### config.mk
export PLATFORM = sky130hd
export DESIGN_NAME = integer_gcd
export DESIGN_NICKNAME = d
export VERILOG_FILES = /design/src/igcd_pkg.sv /design/src/igcd_cell.sv /design/src/integer_gcd.sv
export SDC_FILE = /design/constraint.sdc
export NUM_CORES = 1
export LEC_CHECK = 0
export BUFFER_PORTS_ARGS = -buffer_cell sky130_fd_sc_hd__buf_2
export CORE_MARGIN = 2
export CORE_UTILIZATION = 40
export CTS_CLUSTER_SIZE = 28
export DETAILED_ROUTE_END_ITERATION = 7
export GPL_ROUTABILITY_DRIVEN = 0
export PLACE_DENSITY = 0.65
export SYNTH_ARGS = -nofsm -noshare
export SYNTH_HDL_FRONTEND = slang
export SYNTH_SLANG_ARGS = --single-unit
### constraint.sdc
create_clock -name i_clk -period 12.45 [get_ports i_clk]
set_input_delay 1.245 -clock i_clk [delete_from_list [all_inputs] [get_ports i_clk]]
set_output_delay 1.245 -clock i_clk [all_outputs]
set_load 0.01 [all_outputs]
### src/igcd_pkg.sv
// ----------------------------------------------------------------------------
// igcd_pkg
// Shared constants for the integer gcd block.
// ----------------------------------------------------------------------------
package igcd_pkg;
    localparam int DefDataWidth = 64;
endpackage

### src/igcd_cell.sv
// ----------------------------------------------------------------------------
// igcd_cell
// One bit slice of the binary gcd datapath. Holds one bit of each value and
// hands its bit to the lower neighbor when the row shifts right.
// ----------------------------------------------------------------------------
module igcd_cell
    import igcd_pkg::*;
(
    input  logic i_clk,
    input  logic i_load,
    input  logic i_a_load,
    input  logic i_b_load,
    input  logic i_a_sel_up,  // take upper neighbor's bit
    input  logic i_b_sel_up,
    input  logic i_a_sel_d,   // take difference bit
    input  logic i_b_sel_d,
    input  logic i_a_up,
    input  logic i_b_up,
    input  logic i_diff,
    output logic o_a,
    output logic o_b
);
    logic r_a, n_a, r_b, n_b;

    always_comb begin
        n_a = r_a;
        n_b = r_b;
        if (i_load) begin
            n_a = i_a_load;
            n_b = i_b_load;
        end else begin
            if (i_a_sel_up) n_a = i_a_up;
            else if (i_a_sel_d) n_a = i_diff;
            if (i_b_sel_up) n_b = i_b_up;
            else if (i_b_sel_d) n_b = i_diff;
        end
    end

    always_ff @(posedge i_clk) begin
        r_a <= n_a;
        r_b <= n_b;
    end

    assign o_a = r_a;
    assign o_b = r_b;
endmodule

### src/integer_gcd.sv
// ----------------------------------------------------------------------------
// integer_gcd
// Binary (Stein) gcd of two signed integers over a row of bit cells.
// ----------------------------------------------------------------------------
// Channel   Dir  tdata fields (low bit up)
// s_axis    in   operand_a[63:0], operand_b[127:64]
// m_axis    out  divisor[63:0]
// One item at a time. After the load, each step either strips a common or
// single factor of two (shift) or replaces the larger value by the difference.
// Every subtraction leaves an even value, so the next step is a shift. Each
// shift drops at least one of the 2*DATA_WIDTH operand bits. The numbers of
// shift and subtract steps decide how long an item takes.
// Reset is synchronous and clears the control only. The result waits in an
// output register, and the next item is taken once it is transferred.
module integer_gcd
    import igcd_pkg::*;
#(
    parameter int DATA_WIDTH = DefDataWidth
) (
    input  logic                      i_clk,
    input  logic                      i_rst_n,
    input  logic                      s_axis_tvalid,
    output logic                      s_axis_tready,
    input  logic [127:0]              s_axis_tdata,  // operand_a, operand_b
    output logic                      m_axis_tvalid,
    input  logic                      m_axis_tready,
    output logic [63:0]               m_axis_tdata   // divisor
);
    localparam int KW = $clog2(DATA_WIDTH + 1);
    localparam logic [1:0] S_IDLE = 2'd0, S_RUN = 2'd1, S_OUT = 2'd2;

    logic [1:0] r_state, n_state;
    logic [KW-1:0] r_k, n_k;
    logic [DATA_WIDTH-1:0] a, b, diff, a_in, b_in, va, vb, r_res;
    logic [DATA_WIDTH:0] sub;
    logic load, a_sh, b_sh, both_sh, a_gt, upd_a, upd_b, fin;

    assign va = s_axis_tdata[DATA_WIDTH-1:0];
    assign vb = s_axis_tdata[64 +: DATA_WIDTH];
    assign a_in = va[DATA_WIDTH-1] ? DATA_WIDTH'(-va) : va;
    assign b_in = vb[DATA_WIDTH-1] ? DATA_WIDTH'(-vb) : vb;

    assign s_axis_tready = (r_state == S_IDLE);
    assign load = s_axis_tvalid && s_axis_tready;
    assign sub = {1'b0, a} - {1'b0, b};
    assign a_gt = !sub[DATA_WIDTH];
    assign diff = a_gt ? sub[DATA_WIDTH-1:0] : b - a;

    // Step choice: a zero or two equal values end; even values shift; two odd values subtract.
    always_comb begin
        fin = (r_state == S_RUN) && (a == '0 || b == '0 || a == b);
        both_sh = !fin && !a[0] && !b[0];
        a_sh = !fin && !a[0];
        b_sh = !fin && !b[0];
        upd_a = !fin && a[0] && b[0] && a_gt;
        upd_b = !fin && a[0] && b[0] && !a_gt;
    end

    for (genvar i = 0; i < DATA_WIDTH; i++) begin : g_cell
        igcd_cell u_cell (
            .i_clk(i_clk), .i_load(load),
            .i_a_load(a_in[i]), .i_b_load(b_in[i]),
            .i_a_sel_up((r_state == S_RUN) && a_sh),
            .i_b_sel_up((r_state == S_RUN) && b_sh),
            .i_a_sel_d((r_state == S_RUN) && upd_a),
            .i_b_sel_d((r_state == S_RUN) && upd_b),
            .i_a_up((i == DATA_WIDTH-1) ? 1'b0 : a[(i+1) % DATA_WIDTH]),
            .i_b_up((i == DATA_WIDTH-1) ? 1'b0 : b[(i+1) % DATA_WIDTH]),
            .i_diff(diff[i]),
            .o_a(a[i]), .o_b(b[i])
        );
    end

    always_comb begin
        n_state = r_state;
        n_k = r_k;
        unique case (r_state)
            S_IDLE: if (load) begin
                n_state = S_RUN;
                n_k = '0;
            end
            S_RUN: if (fin) n_state = S_OUT;
                else if (both_sh) n_k = r_k + 1'b1;
            S_OUT: if (m_axis_tready) n_state = S_IDLE;
            default: n_state = S_IDLE;
        endcase
    end

    always_ff @(posedge i_clk) begin
        if (!i_rst_n) begin
            r_state <= S_IDLE;
            r_k <= '0;
        end else begin
            r_state <= n_state;
            r_k <= n_k;
        end
        if (fin) r_res <= (a | b) << r_k;
    end

    assign m_axis_tvalid = (r_state == S_OUT);
    assign m_axis_tdata = 64'(r_res);
endmodule
Word level (Yosys, flattened, before mapping). Cells that the tools add are included.

Input port bits: 132. Word-level logic and storage cells: 568. Register bits: 201.

Reduce and logical (&&, ||, !) cells: 27. Shift operators: 1. Bitwise gates (word level): 1. Mux-type cells: 395. Add/subtract/negate cells: 5. Eq/ne operators: 8.

Operators by type and width (count): 2-to-1 mux 1 bit (384); 2-to-1 mux 64 bit (3); zero test 64 bit (2); negation 64 bit (2); subtractor 64 x 64 -> 65 bit (1); == test 64 bit (1); OR 64 bit (1); left shift 64 x 7 -> 64 bit (1); subtractor 64 bit (1); 2-to-1 mux 7 bit (3); one-hot mux 7 bit (2 select lines) (1); logical AND 1 bit (13); adder 7 x 1 -> 7 bit, second input constant (1); 2-to-1 mux 2 bit (3); inequality test 2 bit, second input constant (3); one-hot mux 2 bit (3 select lines) (1); nonzero test 3 bit (2); zero test 1 bit (4); inequality test 2 x 1 -> 1 bit, second input constant (2); AND reduction 4 bit (1); AND reduction 3 bit (1); == test 2 x 1 -> 1 bit, second input constant (1); == test 2 bit, second input constant (1); zero test 2 bit (1); other kinds (2) (3).

Logic depth before layout (Yosys ltp).
Word-level depth: 12. Depth in mapped cells: 16. Gate-level depth less buffers: 14.

Cells and area by module. Synthesis repeated with hierarchy kept, for this count alone.

Cells, all modules: 3101. Area total of the unflattened synthesis: 24935.2 sq um.

By module, submodules not included: integer_gcd (seq. area each 2102.0 sq um, times used 1, cells each 2461, area each 17888.4 sq um); igcd_cell (seq. area each 60.1 sq um, times used 64, cells each 10, area each 110.1 sq um).

Worst setup path before layout. Ideal clock, no wire load.

Path kind: reg-to-reg. Start: register g_cell[0].u_cell.r_a. End: register g_cell[0].u_cell.r_b, enable pin. Data required time: 11.876 ns. Arrival time: 7.551 ns. Library setup time: 0.574 ns. Path slack: 4.325 ns. Buffers on the path: 3. Cell stages (with the launch flop): 15. Period minus slack after synthesis: 8.125 ns. Cell sequence: edfxtp_1 -> inv_1 -> ha_1 -> fa_1 -> nor3_1 -> o31ai_1 -> a211oi_1 -> o211ai_1 -> nand3_1 -> a221oi_4 -> buf_2 -> buf_2 -> buf_2 -> a21oi_1 -> o21ai_0.

Word-level cells in the longest chain between the ends: 10. Elaborated cells between the ends (all ways): 14.

RTL lines: start, declared (line igcd_cell.sv:23) `logic r_a, n_a, r_b, n_b;`; start signal, assigned (line igcd_cell.sv:40) `r_a <= n_a;`; parallel branches: the longest is 9 deep, another holds subtractor 64 x 64 -> 65 bit; nonzero test 3 bit (no line) *; end signal, assigned (line igcd_cell.sv:41) `r_b <= n_b;`; end, declared (line igcd_cell.sv:23).

Mark *: on every way between the ends. A chain may end at the register's enable or synchronous reset.

Worst setup path after layout.
Start: register g_cell[39].u_cell.r_a. End: register g_cell[12].u_cell.r_b (data pin).

Word-level cells in the longest chain between the ends: 9. Elaborated cells between the ends (all ways): 13.

RTL lines: start, declared (line igcd_cell.sv:23); start signal, assigned (line igcd_cell.sv:40); parallel branches: the longest is 7 deep, another holds subtractor 64 x 64 -> 65 bit; 2-to-1 mux 1 bit * (line igcd_cell.sv:34) `if (i_b_sel_up) n_b = i_b_up;`; 2-to-1 mux 1 bit * (line igcd_cell.sv:28) `if (i_load) begin`; net g_cell[12].u_cell.n_b (line igcd_cell.sv:23); end signal, assigned (line igcd_cell.sv:41); end, declared (line igcd_cell.sv:23).

Mark *: on every way through the listed nets, which the timed path passes. The select of a mux whose other input is x is not followed.

==> results.py <==
metrics = {
    "yosys": {
        "yosys.cell_types.count": 84,
        "yosysSeqAreaShare_pct": 24.7,
        "syn-cell-area_mm2": 0.0241,
        "synth_top_area_share_pct": 23.9,
        "synthCells": 2989,
        "syn_nets": 3317,
        "synth_edf_count": 192,
        "async_reset_ff_share_pct": 0,
        "synth_area_leaders": "edfxtp_1 24%, ha_1 10%, a21oi_1 6.5%, nor2_1 4.7%, mux4_2 4.5%",
        "syn-mean-instance-area_um2": 8.07,
        "ys_ff_latch": 201,
        "synth_ff_type": "edfxtp_1",
        "yosys_warnings": 0,
        "synth_common_cells": "311 x a21oi_1, 300 x nor2_1, 271 x nand2_1",
        "yosysTopAreaCell": "edfxtp_1",
        "synth.most_common_cell": "a21oi_1",
    },
    "global_route": {
        "track_usage_pct": 27.7,
        "overflow": 0,
        "grt_max_degree": 119,
        "grt_pass1_vias": 21700,
        "antenna_found_initial": 0,
        "grt_pass1_wl_um": 135000,
    },
    "timing": {
        "fmax_mhz": 181,
        "rsz0062_at_grt": "no",
        "worst_slack_ps": 6910,
        "final.setup.tns_ps": 0,
        "tightest_slew_ps": 1200,
        "min_period_ps": 5540,
        "slew_viol_final": 0,
        "clock_skew_ps": 25.7,
        "finalSetupViolCount": 0,
        "hold_viol_final": 0,
        "relSlewSlack_pct": 19.7,
        "fin_crit_sh_pct": 44.5,
    },
    "clock_network": {
        "postCtsResizedCells": 0,
        "hold_buffers": 0,
        "post_cts_buffers": 0,
        "tritoncts": "built",
        "clkTransAtPathRegs_ps": 60,
        "htreeDepth": 1,
        "clkSinkCount": 201,
        "clkLatencyLatePin_ps": 570,
        "ctsRootBufferMaster": "clkbuf_16",
        "numCtsBuffers": 23,
        "cts_buffer_depth": 3,
    },
    "placement": {
        "dp_slack_ps": 7060,
        "dpl.hpwl_um": 71900,
        "port_buffers": 197,
    },
    "floorplanning": {
        "die_h_um": 250,
        "core_mm2": 0.0600,
        "die_width_um": 250,
        "fp-row-count": 90,
        "start_util_pct": 40.2,
        "die_area_mm2": 0.0623,
        "io_pins": 198,
    },
    "finish": {
        "final_nets": 3385,
        "n_antenna_cell": 0,
        "area_delta_synth_final_pct": 8.79,
        "drive_gt1_share_pct": 12.1,
        "fillers": 6110,
    },
    "critical_path": {
        "crit_fanout": 47,
        "cp-end-kind": "register",
        "critPathKind": "reg2reg",
        "rrSetupSlack_ps": 6910,
        "required_ps": 12720,
        "worstRegToRegCells": 11,
        "cp.arrival_ps": 5810,
        "reg2reg_to": "g_cell[12].u_cell.o_b",
        "reg2reg_from": "g_cell[39].u_cell.o_a",
        "worstSetupStartpointType": "register",
    },
    "hold_path": {
        "hp-start": "g_cell[47].u_cell.o_a",
        "min_to": "g_cell[46].u_cell.o_a",
        "hold_path_class": "reg2reg",
        "whs_path_depth": 1,
    },
    "detailed_routing": {
        "drc_errors": 0,
        "drt_iter0_markers": 3608,
        "wl_per_cell_um": 23.4,
        "drt_pass1_iterations": 6,
        "num_vias": 24400,
        "routed_wl_um": 90200,
        "postRouteAntennaNets": 0,
        "viasPerCell": 6.33,
    },
    "run_status": {
        "outcome": "finished, final reports clean",
    },
    "job": {
        "maxCapViolCount": 0,
    },
}
-- registers in the layout, summed over array words and instances, names as in the netlist --
name,cells
g_cell.u_cell.o_a,64
g_cell.u_cell.o_b,64
m_axis_tdata,64
r_k,7
r_state,2
-- area by class of cell --
cell class                 instances  area, µm²  share of cell area (%)
multi-input combinational       2382      16600                    63.1
clock buffer                      26        587                    2.24
inverter                         224        841                    3.20
sequential                       201       5950                    22.7
clock inverter                    15        129                   0.491
tap                              782        978                    3.73
timing repair buffer             225       1200                    4.56
-- layout by cell type, fill, tap and decap left out, types with 8 or more instances in the layout --
master and instances:
a311oi_1 11, a21oi_1 311, or2_2 11, clkinv_1 9
o21bai_1 31, nand2b_1 19, a21o_1 9, or4_1 19
o31ai_1 84, xor2_1 88, buf_2 197, a22oi_1 15
o21ai_0 160, inv_1 218, o211ai_1 24, o41ai_1 26
nor4_1 84, mux2_2 8, nor3_1 45, nand4_1 30
nand2_1 270, ha_1 194, and2_1 11, clkbuf_16 23
nor2b_1 55, a211oi_1 91, a31oi_1 22, mux4_2 48
or3_1 12, nor2_1 298, edfxtp_1 192, a21boi_0 13
nand3_1 36, mux2i_1 77, o22ai_1 34, buf_4 28
xnor2_1 99, a221oi_1 16
-- stage by stage --
step           cell area (µm²)  utilization (%)  std cells  hold slack, ps
2_1_floorplan            24100                -       2989             578
3_3_place_gp             25500             42.5       3814             643
3_5_place_dp             25500             42.5       3814             660
4_1_cts                  26200             43.7       3855             674
5_1_grt                  26200             43.7       3855             722
6_report                 26200             43.7       3855             684
-- worst max-delay path by stage --
| stage | start | to | slack (ps) | depth (start not counted) |
|---|---|---|---|---|
| after floorplan | g_cell[0].u_cell.o_a | g_cell[0].u_cell.o_b | 4330 | 14 |
| after detailed placement | g_cell[39].u_cell.o_a | g_cell[12].u_cell.o_b | 7060 | 11 |
| final | g_cell[39].u_cell.o_a | g_cell[12].u_cell.o_b | 6910 | 11 |
| after global routing | g_cell[39].u_cell.o_a | g_cell[54].u_cell.o_b | 6590 | 11 |
| after global placement | g_cell[39].u_cell.o_a | g_cell[12].u_cell.o_b | 7140 | 11 |
| after CTS | g_cell[39].u_cell.o_a | g_cell[12].u_cell.o_b | 7030 | 11 |
-- cells by family (layout without fill, tap and decap cells) --
| family | count (synthesis) | after routing | synth area share (%) |
|---|---|---|---|
| adders and majority gates | 196 | 196 | 10.2 |
| xor gates and xnor gates | 187 | 187 | 6.79 |
| buffers and inverters | 406 | 490 | 6.94 |
| DFF | 201 | 201 | 24.7 |
| and+or+nand+nor | 926 | 926 | 18.3 |
| AOI/OAI and AO/OA | 940 | 940 | 25.1 |
| muxes | 133 | 133 | 8.05 |
-- worst max-delay path, stage by stage (launching register included) --
cell      delay [ps]
edfxtp_1         500
inv_1            120
ha_1             420
nor4_1           910
nand4_1          210
or3_1            500
or4_1            550
nand3_1          400
nor2_4           290
buf_4            390
nor2_1           760
a21oi_1          180
-- per-layer routing --
metal	share of wire (%)	vias up	wire, µm	global-route usage [%]
met5	0	-	0	0
met4	3.7	0	3290	8.86
met3	12	173	11200	5.56
met2	41	1606	36700	39.7
met1	43	11500	39000	41.3
li1	-	11100	-	-
Power is not shown: default switching activity piles up to over one toggle a cycle in this logic, so the estimate is an artifact.
